==> src/hdl/dqc_pkg.sv <==
package dqc_pkg;

    // Header layout and length limits.
    localparam logic [9:0]  HDR_LEN     = 10'd12;
    localparam logic [9:0]  POS_MAX     = 10'd1023;
    localparam logic [9:0]  MAX_PAYLOAD = 10'd512;
    localparam logic [10:0] IP_UDP_HDRS = 11'd44;
    localparam logic [8:0]  QLEN_MAX    = 9'd511;
    localparam logic [10:0] RLEN_MAX    = 11'd1023;

    // Expected header and question values.
    localparam logic [15:0] STD_QUERY_FLAGS = 16'h0100;
    localparam logic [15:0] QTYPE_A         = 16'h0001;
    localparam logic [15:0] QCLASS_IN       = 16'h0001;
    localparam logic [9:0]  QDCOUNT_LO_POS  = 10'd5;

    typedef enum logic [2:0] {
        V_OK     = 3'd0,
        V_SHORT  = 3'd1,
        V_LONG   = 3'd2,
        V_FLAGS  = 3'd3,
        V_COUNTS = 3'd4,
        V_NAME   = 3'd5,
        V_TYPE   = 3'd6,
        V_CLASS  = 3'd7
    } t_verdict;

    typedef struct packed {
        t_verdict    verdict;
        logic [15:0] query_id;
        logic [8:0]  question_len;
        logic [9:0]  reply_len;
    } t_result;

endpackage

==> src/hdl/dqc_tracker.sv <==
module dqc_tracker (
    input  logic             i_clk,
    input  logic             i_rst_n,
    input  logic             i_step,
    input  logic [7:0]       i_byte,
    input  logic             i_last,
    output dqc_pkg::t_result o_result
);
    import dqc_pkg::*;

    logic [9:0]  r_pos, n_pos;
    logic [15:0] r_id, n_id;
    logic [15:0] r_flags, n_flags;
    logic        r_counts_bad, n_counts_bad;
    logic [9:0]  r_boundary, n_boundary;
    logic        r_name_done, n_name_done;
    logic [9:0]  r_name_end, n_name_end;
    logic [31:0] r_tail, n_tail;

    logic [10:0] nb;
    logic [9:0]  qdiff;
    logic [10:0] rsum;
    logic [10:0] name_end5;
    logic [7:0]  want;

    always_comb begin
        n_pos        = (r_pos < POS_MAX) ? r_pos + 10'd1 : POS_MAX;
        n_id         = r_id;
        n_flags      = r_flags;
        n_counts_bad = r_counts_bad;
        n_boundary   = r_boundary;
        n_name_done  = r_name_done;
        n_name_end   = r_name_end;
        n_tail       = {r_tail[23:0], i_byte};
        nb           = {1'b0, r_pos} + {3'b0, i_byte} + 11'd1;
        want         = (r_pos == QDCOUNT_LO_POS) ? 8'd1 : 8'd0;

        if (r_pos < 10'd2) begin
            n_id = {r_id[7:0], i_byte};
        end else if (r_pos < 10'd4) begin
            n_flags = {r_flags[7:0], i_byte};
        end else if (r_pos < HDR_LEN) begin
            if (i_byte != want) begin
                n_counts_bad = 1'b1;
            end
        end else if (!r_name_done && r_pos == r_boundary) begin
            if (i_byte == 8'd0) begin
                n_name_done = 1'b1;
                n_name_end  = r_pos;
            end else begin
                n_boundary = (nb > {1'b0, POS_MAX}) ? POS_MAX : nb[9:0];
            end
        end
    end

    // Verdict from the state as it stands after the final byte.
    always_comb begin
        qdiff     = n_pos - HDR_LEN;
        rsum      = {1'b0, n_pos} + IP_UDP_HDRS;
        name_end5 = {1'b0, n_name_end} + 11'd5;

        o_result.query_id     = n_id;
        o_result.question_len = '0;
        o_result.reply_len    = '0;

        if (n_pos <= HDR_LEN) begin
            o_result.verdict = V_SHORT;
        end else if (n_pos >= MAX_PAYLOAD) begin
            o_result.verdict = V_LONG;
        end else begin
            o_result.question_len = (qdiff > {1'b0, QLEN_MAX}) ? QLEN_MAX : qdiff[8:0];
            o_result.reply_len    = (rsum > RLEN_MAX) ? RLEN_MAX[9:0] : rsum[9:0];
            if (n_flags != STD_QUERY_FLAGS) begin
                o_result.verdict = V_FLAGS;
            end else if (n_counts_bad) begin
                o_result.verdict = V_COUNTS;
            end else if (!n_name_done || name_end5 != {1'b0, n_pos}) begin
                o_result.verdict = V_NAME;
            end else if (n_tail[31:16] != QTYPE_A) begin
                o_result.verdict = V_TYPE;
            end else if (n_tail[15:0] != QCLASS_IN) begin
                o_result.verdict = V_CLASS;
            end else begin
                o_result.verdict = V_OK;
            end
        end
    end

    always_ff @(posedge i_clk) begin
        if (!i_rst_n || (i_step && i_last)) begin
            r_pos        <= '0;
            r_id         <= '0;
            r_flags      <= '0;
            r_counts_bad <= 1'b0;
            r_boundary   <= HDR_LEN;
            r_name_done  <= 1'b0;
            r_name_end   <= '0;
            r_tail       <= '0;
        end else if (i_step) begin
            r_pos        <= n_pos;
            r_id         <= n_id;
            r_flags      <= n_flags;
            r_counts_bad <= n_counts_bad;
            r_boundary   <= n_boundary;
            r_name_done  <= n_name_done;
            r_name_end   <= n_name_end;
            r_tail       <= n_tail;
        end
    end

    a_clear_after_last: assert property (@(posedge i_clk) disable iff (!i_rst_n)
        i_step && i_last |=> r_pos == '0 && !r_name_done && r_boundary == HDR_LEN)
        else $error("tracker state not cleared after final byte");

    a_name_end_range: assert property (@(posedge i_clk) disable iff (!i_rst_n)
        r_name_done |-> r_name_end >= HDR_LEN && r_name_end <= r_pos)
        else $error("name end outside the question section");

    a_hold_when_idle: assert property (@(posedge i_clk) disable iff (!i_rst_n)
        !i_step |=> $stable(r_pos) && $stable(r_tail) && $stable(r_boundary))
        else $error("tracker state moved without a step");

endmodule

==> config.mk <==
export PLATFORM = sky130hd
export DESIGN_NAME = dqc_tracker
export DESIGN_NICKNAME = d
export VERILOG_FILES = /design/src/hdl/dqc_pkg.sv /design/src/hdl/dqc_tracker.sv
export SDC_FILE = /design/constraint.sdc
export NUM_CORES = 1
export LEC_CHECK = 0
export BUFFER_PORTS_ARGS = -buffer_cell sky130_fd_sc_hd__clkbuf_2
export CAP_MARGIN = 5
export CORE_AREA = 2 2 115 89
export DETAILED_ROUTE_END_ITERATION = 8
export DIE_AREA = 0 0 117 91
export GPL_TIMING_DRIVEN = 0
export MAX_ROUTING_LAYER = met4
export PLACE_DENSITY_LB_ADDON = 0.1
export SETUP_SLACK_MARGIN = 0.2
export SYNTH_ARGS = -nofsm -noshare
export SYNTH_HDL_FRONTEND = slang
export SYNTH_SLANG_ARGS = --single-unit
==> constraint.sdc <==
create_clock -name i_clk -period 6.1 [get_ports i_clk]
set_clock_uncertainty 0.05 [all_clocks]
set_input_delay 0.915 -clock i_clk [delete_from_list [all_inputs] [get_ports i_clk]]
set_output_delay 0.915 -clock i_clk [all_outputs]
set_load 0.05 [all_outputs]
* Word-level counts from Yosys, hierarchy flattened *
Cells that the tools add are included.

word-level totals
  flip-flop bits (word level) = 88
  bits of input ports = 12
  output and inout port bits = 38
  word-level logic and storage cells = 74

operators by class
  $add $sub $neg = 6
  order comparisons = 9
  eq/ne operators = 7
  muxes and demuxes = 31
  bitwise logic cells = 4
  reductions and logical operators = 9

operators with widths
  operator                                                                            number
  10-bit two-way mux                                                                  8
  16-bit two-way mux                                                                  3
  19-bit two-way mux                                                                  2
  16-bit by 1-bit inequality test with 1-bit output (second input constant)           2
  11-bit by 10-bit greater-than comparator with 1-bit output (second input constant)  2
  3-bit two-way mux                                                                   7
  16-bit by 9-bit inequality test with 1-bit output (second input constant)           1
  10-bit by 3-bit adder with 11-bit output (second input constant)                    1
  10-bit by 6-bit adder with 11-bit output (second input constant)                    1
  10-bit by 8-bit adder with 11-bit output                                            1
  11-bit by 1-bit adder with 11-bit output (second input constant)                    1
  11-bit by 10-bit inequality test with 1-bit output                                  1
  10-bit by 1-bit adder with 10-bit output (second input constant)                    1
  10-bit equality test                                                                1
  10-bit by 3-bit equality test with 1-bit output (second input constant)             1
  10-bit >= comparator (second input constant)                                        1
  10-bit by 9-bit greater-than comparator with 1-bit output (second input constant)   1
  10-bit by 4-bit less-or-equal comparator with 1-bit output (second input constant)  1
  10-bit less-than comparator (second input constant)                                 1
  10-bit by 2-bit less-than comparator with 1-bit output (second input constant)      1
  10-bit by 3-bit less-than comparator with 1-bit output (second input constant)      1
  10-bit by 4-bit less-than comparator with 1-bit output (second input constant)      1
  1-bit two-way mux                                                                   10
  10-bit by 4-bit subtractor with 10-bit output (second input constant)               1
  8 further kinds                                                                     15

* Depth between registers and ports, before layout *
Gate-level depths: netlist (run 1).

  depth after elaboration = 14
  mapped depth = 16
  mapped depth without buffers = 14

* Worst setup path before layout (run 1) *
OpenSTA, ideal clock, no wires.

  kind = input to output
  start = input port i_byte[4]
  end = output port o_result[37] in the netlist's numbering
  data arrival time = 4.985 ns
  required time = 5.135 ns
  setup slack = 0.150 ns
  stages on the path = 15
  path buffers = 1
  cells stage by stage = or4_4 > or2_1 > buf_6 > a211o_4 > nor2_4 > mux2_2 > ha_1 > nor2_1 > or2_2 > xnor2_1 > mux2i_1 > xnor2_1 > nand4bb_1 > nor3_1 > a311oi_1

RTL lines
  what         line              text
  from (decl)  dqc_tracker.sv:5  input logic [7:0] i_byte,
  to (decl)    dqc_tracker.sv:7  output dqc_pkg::t_result o_result

==> results_dict.tcl, run 1 <==
set metrics [dict create \
    status "finished, final reports clean" \
    ir_drop_mv 0.174 \
    cts_sinks 88 \
    antenna_found_initial 0 \
    r2r_start "r_pos[0]" \
    rows 31 \
    hpwlAfterDp_um 12600 \
    reg2regPathDepth 15 \
    yosys.cell_types.count 67 \
    hold_end "r_flags[10]" \
    critical_path.max_stage_delay_ns 0.57 \
    gp_congestion 1.02 \
    cp.required_ns 5.13 \
    syn_area_um2 5590 \
    setup_slack_ns 0.298 \
    dp_slack_ns 0.146 \
    clock_path_buffers 2 \
    setup_viol 0 \
    p_leak_nw 2.49 \
    r2r_slack_ns 2.48 \
    hold-worst-slack_ns 0.411 \
    route.detailed.drc 0 \
    grt_usage_pct 32.7 \
    period_share_pct 95.1 \
    grt_pass1_vias 5070 \
    seq_area_um2 1760 \
    cts-root-buf "clkbuf_16" \
    power_w 0.00146 \
    cts_buffers 9 \
    coreArea_um2 9500 \
    powerDensity_nw_per_um2 230 \
    synth_nets 724 \
    vias 5483 \
    slew_headroom_pct 11.2 \
    clkSlewWorstSetupHoldPaths_ns 0.06 \
    start_util_pct 58.8 \
    hp-class "reg2reg" \
    finalHoldViolCount 0 \
    grt_max_degree 16 \
    ant_nets 0 \
    crit_fanout 8 \
    layout-drive-gt1-share_pct 16.2 \
    layout.nets 785 \
    critical_path_depth 17 \
    setup_tns_ns 0 \
    cp-start-kind "input port" \
    diodes 0 \
    cp_slowest_cell "or4_4" \
    tritoncts "built" \
    fmaxAchievable_ghz 0.172 \
    drt_iter0_markers 633 \
    grt_pass1_wl_um 26400 \
    die_x_um 117 \
    worstSetupEndpointType "primary output" \
    path_common_cell "xnor2_1" \
    synthArstFlopShare_pct 0 \
    avgViaCountPerCell 6.12 \
    hold_start "r_flags[10]" \
    whs_path_depth 2 \
    h-tree-depth 3 \
    tightestPinTransition_ns 1.33 \
    grt_overflow 0 \
    slew_violations 0 \
    area.growth.synth_to_final_pct 13.9 \
    insertion_delay_ns 0.34 \
    cap_violations 0 \
    multi_input_area_um2 3610 \
    wire_per_inst_um 18.6 \
    dieArea_um2 10600 \
    ys_seq_elements 88 \
    portBuffers 48 \
    critical_path_buf_inv_count 3 \
    synth.avg_cell_area_um2 8.00 \
    layout_min_cycle_time_ns 5.80 \
    die_y_um 91 \
    io_pins 50 \
    cp.arrival_ns 4.84 \
    ys_warn_count 0 \
    fill_cells 820 \
    synth-edff-count 0 \
    criticalPathCategory "in2out" \
    synth_ff_type "dfxtp_1" \
    synthCells 698 \
    ys_seq_area_share_pct 31.5 \
    firstDrtPassIters 6 \
    drt_wl_total_um 16600 \
    rsz0062_at_grt "false" \
    path_cells "clkbuf_2 > or4_4 > or2_1 > buf_6 > a211o_4 > nor2_4 > mux2_2 > ha_2 > nor2_2 > or2_2 > xnor2_1 > mux2i_1 > xnor2_1 > nand4bb_4 > o41ai_2 > a41oi_1 > buf_4" \
    critical-path-top-delay-family "simple AND/OR/NAND/NOR gates" \
    reg2reg_to "r_boundary[3]" \
]
## cell usage after synthesis, types with 4 or more instances
cell      number  area, um2
or3_1          7       43.8
nand2_1       58        218
o21ai_0       26        130
xnor2_1       31        272
nor4_1        15       93.8
a21oi_1       59        295
buf_2          6       30.0
ha_1          13        163
inv_1         16       60.1
nand3_1       42        210
nand4_1        8       50.1
mux2i_1       52        521
clkbuf_1      30        113
a211oi_1       8       60.1
dfxtp_1       88       1760
xor2_1         9       78.8
mux2_2        19        214
nor3_1        16       80.1
nor2_1       101        379
nand2b_1       7       43.8
a31oi_1       11       68.8
buf_1          5       18.8
or2_2          4       25.0
## worst max path at each step
stage	to	slack (ns)	from
floorplan	o_result[36]	0.39	i_byte[4]
global placement	o_result[35]	0.13	i_byte[4]
detailed placement	o_result[35]	0.15	i_byte[4]
CTS	o_result[35]	0.23	i_byte[4]
global route	o_result[35]	0.14	i_byte[4]
finish	o_result[35]	0.30	i_byte[4]
## logic make-up (layout without fill, tap and decap cells)
group                      count (synthesis)  in the layout  synth area share (%)
and+or+nand+nor                          286            286                  24.9
AOI/OAI and AO/OA                        138            138                  15.8
DFF                                       88             88                  31.5
muxes                                     71             71                  13.1
buffers and inverters                     60            126                  4.64
xor gates and xnor gates                  41             41                  6.68
adders and majority gates                 14             14                  3.27
## sequential cells by signal, indices dropped and copies added (netlist names)
name,count
r_boundary,10
r_counts_bad,1
r_flags,16
r_id,16
r_name_done,1
r_name_end,10
r_pos,10
r_tail,24
## what timing repair did
action	CTS	global route
resized for setup	2	10
hold buffers	0	0
setup endpoints to repair	2	3
pin swaps	1	3
buffers inserted	2	0
## layout by cell type, fill, tap and decap left out, types with 5 or more instances in the layout
cell	Yosys	layout
nor2_1	101	99
mux2_2	19	19
clkbuf_1	30	31
a21oi_1	59	59
nand3_1	42	42
a31oi_1	11	11
inv_1	16	16
o21ai_0	26	26
xnor2_1	31	30
buf_1	5	5
dfxtp_1	88	88
or3_1	7	7
buf_2	6	6
clkbuf_2	0	46
a211oi_1	8	8
clkbuf_16	0	9
nand4_1	8	8
nor3_1	16	15
ha_1	13	12
nor4_1	15	15
mux2i_1	52	52
xor2_1	9	9
nand2b_1	7	7
nand2_1	58	58
## tightest hold or removal path: stages (launching register included)
cell     delay, ns
dfxtp_1       0.31
nand2_1       0.05
a21oi_1       0.05
## routing by layer
layer | GRT usage (%) | part of all wire (%)
met1 | 49.0 | 47
met2 | 44.3 | 41
met3 | 8.54 | 10
met4 | 6.37 | 1.1
met5 | - | 0
## metrics by stage
stage | utilization (%) | cells | instance area, um2
finish | 66.9 | 896 | 6360
global route | 66.9 | 896 | 6360
CTS | 66.4 | 896 | 6310
detailed placement | 63.1 | 878 | 6000
global placement | 63.1 | 878 | 6000
floorplan | - | 698 | 5590
## cell type report
class / count / share of cell area, %
sequential: 88 / 27.7
inverter: 16 / 0.944
clock buffer: 10 / 3.60
buffer: 44 / 3.13
multi-input combinational: 550 / 56.8
clock inverter: 6 / 1.04
tap: 132 / 2.60
timing repair buffer: 50 / 4.15
## report_power, final
group	switching, W	internal, W	total, W
registers	0.0000108	0.000586	0.000596
clock network	0.000234	0.000320	0.000553
logic	0.000223	0.0000896	0.000313
No activity file was read; power rests on OpenSTA's default activity.
==> run 2, diff against run 1 <==
- CORE_AREA: 2 2 115 89 -> 2 2 147 113
- DIE_AREA: 0 0 117 91 -> 0 0 149 115
==> run 2 against run 1 <==
  * Maximum frequency rose by 0.66%
  * Final cell count up 8.8%
  * Setup slack better by 0.038 ns
  * Cell area grew 1.9%
  * Worst hold slack worse by 0.0018 ns
  * Largest cell class unchanged
  * Highest routed layer unchanged
==> results_dict.tcl, run 2 (same netlist as run 1, synthesis figures left out) <==
set metrics [dict create \
    status "finished, final reports clean" \
    tightestPinTransition_ns 1.31 \
    insertion_delay_ns 0.36 \
    layout.nets 786 \
    portBuffers 48 \
    layout-drive-gt1-share_pct 16.5 \
    firstDrtPassIters 5 \
    ctsHoldBuffers 0 \
    die_x_um 149 \
    grt_pass1_wl_um 28900 \
    clkSlewWorstSetupHoldPaths_ns 0.06 \
    cap_violations 0 \
    fin_cells 975 \
    io_pins 50 \
    setup_tns_ns 0 \
    route.detailed.drc 0 \
    largest_register_ffs 24 \
    tritoncts "built" \
    hp-class "reg2reg" \
    powerDensity_nw_per_um2 227 \
    path_common_cell "buf_6" \
    start_util_pct 35.5 \
    finalHoldViolCount 0 \
    path_cells "clkbuf_2 > or4_4 > or2_1 > buf_6 > a211o_4 > nor2_4 > mux2_2 > ha_4 > nor2_1 > or2_2 > a21oi_1 > o22ai_1 > xnor2_1 > nand4_1 > or4_1 > o21ai_2 > buf_6" \
    clock_path_buffers 2 \
    die_y_um 115 \
    gp_congestion 0.907 \
    grt_overflow 0 \
    rows 40 \
    h-tree-depth 3 \
    layout_min_cycle_time_ns 5.76 \
    cp_slowest_cell "or4_4" \
    setup_viol 0 \
    period_share_pct 94.5 \
    final_util_pct 41.3 \
    drt_wl_total_um 18500 \
    ir_drop_mv 0.123 \
    cp-start-kind "input port" \
    grt_max_degree 16 \
    drt_iter0_markers 443 \
    vias 5384 \
    dieArea_um2 17100 \
    cp.required_ns 5.13 \
    grt_usage_pct 22.8 \
    criticalPathCategory "in2out" \
    coreArea_um2 15700 \
    worstSetupEndpointType "primary output" \
    antenna_found_initial 0 \
    layout_commonest_cell "nor2_1" \
    rsz0062_at_grt "false" \
    cts-root-buf "clkbuf_16" \
    place_inst 956 \
    top_register "r_tail" \
    crit_fanout 8 \
    area.growth.synth_to_final_pct 16.1 \
    dp_slack_ns 0.0882 \
    avgViaCountPerCell 5.52 \
    layout_common_cells "nor2_1, dfxtp_1, a21oi_1, nand2_1, mux2i_1" \
    cts_buffers 9 \
    cp.arrival_ns 4.80 \
    hpwlAfterDp_um 14000 \
    diodes 0 \
    grt_pass1_vias 5176 \
    critical_path.max_stage_delay_ns 0.58 \
    slew_violations 0 \
    top_regs "r_tail (24), r_flags (16), r_id (16)" \
    wire_per_inst_um 18.9 \
    p_leak_nw 2.51 \
    ant_nets 0 \
    slew_headroom_pct 12.0 \
    setup_slack_ns 0.336 \
    fmaxAchievable_ghz 0.173 \
    cts_sinks 88 \
]
[run 2: cell count changes in the layout (fill, tap and decap cells not counted), moves of 2 or more]
| cell | previous run | this run |
|---|---|---|
| clkinvlp_4 | 0 | 2 |
| clkbuf_1 | 31 | 29 |
| clkinv_2 | 2 | 0 |
| clkbuf_8 | 0 | 3 |
[run 2: through the flow]
step / power, W / hold WS [ns] / cell area, um2
floorplan: 0.000838 / 0.386 / 5590
global route: 0.00153 / 0.438 / 6480
CTS: 0.00148 / 0.413 / 6420
finish: 0.00147 / 0.409 / 6480
detailed placement: 0.000920 / 0.404 / 6090
global placement: 0.000918 / 0.397 / 6090
[run 2: what timing repair did]
| action | CTS | global route |
|---|---|---|
| pin swaps | 1 | 6 |
| setup endpoints to repair | 3 | 13 |
| buffers inserted | 2 | 1 |
| resized for setup | 3 | 17 |
| gates cloned | 0 | 0 |
[run 2: per-layer routing]
layer	global-route usage, %	vias to the layer above	share of wire, %
li1	-	2608	-
met5	-	-	0
met2	32.2	188	41
met4	5.52	0	1.2
met1	31.9	2573	51
met3	6.43	15	7.3
[run 2: worst paths after layout]
| path | to | slack [ns] | startpoint | cells after the start |
|---|---|---|---|---|
| max | o_result[36] | 0.34 | i_byte[4] | 17 |
| min | r_flags[10] | 0.41 | r_flags[10] | 2 |
| max reg2reg | r_boundary[0] | 2.46 | r_pos[0] | 15 |
| min reg2reg | r_flags[10] | 0.41 | r_flags[10] | 2 |
[run 2: layout make-up]
| class | instances | area, um2 |
|---|---|---|
| tap | 210 | 263 |
| fill | 1598 | 9230 |
| clock inverter | 4 | 32.5 |
| inverter | 16 | 60.1 |
| multi-input combinational | 550 | 3620 |
| sequential | 88 | 1760 |
| clock buffer | 12 | 267 |
| buffer | 44 | 200 |
| timing repair buffer | 51 | 282 |
[run 2: worst max-delay path: cells and delay by family]
| family | cells | cell delay (ns) |
|---|---|---|
| adder cells (fa/ha/maj) | 1 | 0.19 |
| AO/OA/AOI/OAI | 4 | 0.83 |
| buffers and inverters | 3 | 0.48 |
| multiplexers | 1 | 0.40 |
| XOR/XNOR | 1 | 0.18 |
| AND/OR/NAND/NOR | 7 | 1.80 |
[run 2: where the power goes]
group | leakage (nW) | internal (W) | switching, W
logic | 1.65 | 0.0000897 | 0.000228
registers | 0.712 | 0.000585 | 0.0000102
clock network | 0.142 | 0.000313 | 0.000248
total | 2.51 | 0.000988 | 0.000486
==> run 3, diff against run 2 <==
--- a/config.mk
+++ b/config.mk
@@ -15,4 +15,5 @@
 export PLACE_DENSITY_LB_ADDON = 0.1
 export SETUP_SLACK_MARGIN = 0.2
+export SKIP_LAST_GASP = 1
 export SYNTH_ARGS = -nofsm -noshare
 export SYNTH_HDL_FRONTEND = slang
--- a/constraint.sdc
+++ b/constraint.sdc
@@ -3,3 +3,3 @@
 set_input_delay 0.915 -clock i_clk [delete_from_list [all_inputs] [get_ports i_clk]]
 set_output_delay 0.915 -clock i_clk [all_outputs]
-set_load 0.05 [all_outputs]
+set_load 0.1 [all_outputs]
==> run 3 against run 2 <==
  * Sequential power about the same
  * Setup slack worse by 0.026 ns
  * Cell area up 1.7%
  * Sequential share of layout area down 0.45 points
  * Non-clock buffer count up 5
  * Power up 7.1%
  * Global-route usage down 0.65 points
  * Flip-flop and latch count unchanged
  * Critical endpoint unchanged
  * Largest power group unchanged
==> results_dict.tcl, run 3 (same netlist as run 1, synthesis figures left out) <==
set metrics [dict create \
    status "finished, final reports clean" \
    worstSetupEndpointType "primary output" \
    layout.nets 791 \
    cap_violations 0 \
    setup_tns_ns 0 \
    grt_pass1_vias 4879 \
    gp_congestion 0.921 \
    avgViaCountPerCell 5.46 \
    use_met1_pct 32.9 \
    slew_violations 0 \
    wire_per_inst_um 18.5 \
    portBuffers 48 \
    tritoncts "built" \
    powerDensity_nw_per_um2 239 \
    cp.arrival_ns 4.82 \
    top_regs "r_tail (24), r_flags (16), r_id (16)" \
    hold-worst-slack_ns 0.405 \
    h-tree-depth 3 \
    area.growth.synth_to_final_pct 18.0 \
    met3_usage_pct 5.24 \
    finalHoldViolCount 0 \
    insertion_delay_ns 0.36 \
    coreArea_um2 15700 \
    clock_path_buffers 2 \
    p_sw_share_pct 36.0 \
    start_util_pct 35.5 \
    intPower_w 0.00101 \
    diodes 0 \
    cp.required_ns 5.13 \
    grt_pass1_wl_um 28100 \
    switching_power_w 0.000568 \
    cts_buffers 9 \
    die_x_um 149 \
    crit_fanout 8 \
    rows 40 \
    top_register "r_tail" \
    layout_commonest_cell "nor2_1" \
    clkSlewWorstSetupHoldPaths_ns 0.06 \
    criticalPathCategory "in2out" \
    cts_sinks 88 \
    power_frac_seq_pct 37.7 \
    gr-max-usage-layer "met1" \
    ir_drop_mv 0.164 \
    ant_nets 0 \
    drt_wl_total_um 18200 \
    layout-drive-gt1-share_pct 17.7 \
    firstDrtPassIters 5 \
    die_y_um 115 \
    slew_headroom_pct 31.3 \
    tightestPinTransition_ns 1.03 \
    largest_register_ffs 24 \
    io_pins 50 \
    antenna_found_initial 0 \
    grt_usage_pct 22.1 \
    layout_min_cycle_time_ns 5.79 \
    period_share_pct 94.9 \
    route.detailed.drc 0 \
    grt_max_degree 16 \
    layout_common_cells "nor2_1, dfxtp_1, nand2_1, a21oi_1, mux2i_1" \
    combPwrFrac_pct 25.8 \
    drt_iter0_markers 390 \
    cts-root-buf "clkbuf_16" \
    clockPowerShare_pct 36.4 \
    cp-start-kind "input port" \
    fmaxAchievable_ghz 0.173 \
    p_leak_nw 2.55 \
    grtUsageMet2_pct 30.6 \
    vias 5347 \
    rsz0062_at_grt "false" \
    setup_viol 0 \
    hp-class "reg2reg" \
    grt_overflow 0 \
    dieArea_um2 17100 \
    hpwlAfterDp_um 13700 \
]
==> run 3: changes by cell type in the layout (fill, tap and decap cells not counted), moves of 2 or more <==
cell and change:
clkbuf_8 -2, buf_4 +4, xnor2_1 -2, mux2_2 -2, clkbuf_2 -2, clkbuf_4 +3
mux2_4 +2, xnor2_2 +2
==> run 3: what timing repair did <==
action                     4_1_cts  5_1_grt
hold buffers                     0        0
gates resized for setup          9       19
setup endpoints to repair        3       13
setup buffers                    3        4
pin swaps                        6       10
==> run 3: layout make-up <==
class	instances	area (um2)
Fill cell	1631	9120
Multi-Input combinational cell	550	3660
Sequential cell	88	1760
Timing Repair Buffer	56	335
Tap cell	210	263
Clock buffer	11	243
Buffer	44	203
Clock inverter	5	63.8
Inverter	16	60.1
==> run 3: power groups by stage <==
stage	Sequential, W	Clock (W)	Combinational, W
5_1_grt	0.000597	0.000607	0.000429
6_report	0.000596	0.000575	0.000407
3_5_place_dp	0.000609	0	0.000399
3_3_place_gp	0.000608	0	0.000397
2_1_floorplan	0.000605	0	0.000321
4_1_cts	0.000596	0.000583	0.000404
==> run 3: worst paths after layout <==
kind	startpoint	end	slack (ns)	cells past startpoint
min reg2reg	r_flags[8]	r_flags[8]	0.41	2
min	r_flags[8]	r_flags[8]	0.41	2
max reg2reg	r_pos[0]	r_boundary[4]	2.59	15
max	i_byte[4]	o_result[36]	0.31	17
==> run 3: metrics by stage <==
stage	worst slack, ns	cell area (um2)	total power, W	instances	util, %
after floorplan	0.0181	5600	0.000926	698	-
after global placement	-0.143	6110	0.00100	956	38.9
after detailed placement	-0.164	6110	0.00101	956	38.9
after CTS	0.217	6480	0.00158	975	41.2
after global routing	0.161	6590	0.00163	980	42.0
final	0.310	6590	0.00158	980	42.0
==> run 3: worst max-delay path: stages <==
cell,delay [ns]
clkbuf_4,0.17
or4_4,0.55
or2_1,0.25
buf_6,0.14
a211o_4,0.30
nor2_4,0.16
mux2_4,0.21
ha_4,0.17
nor2_2,0.05
or2_2,0.31
a21oi_2,0.15
o22ai_2,0.12
xnor2_2,0.22
nand4_1,0.13
or4_4,0.55
o21ai_4,0.20
clkbuf_16,0.23
==> run 3: routing by layer <==
metal	part of all wire [%]	routed length (um)
met4	0.91	165
met1	52	9420
met5	0	0
met3	6.4	1160
met2	41	7410
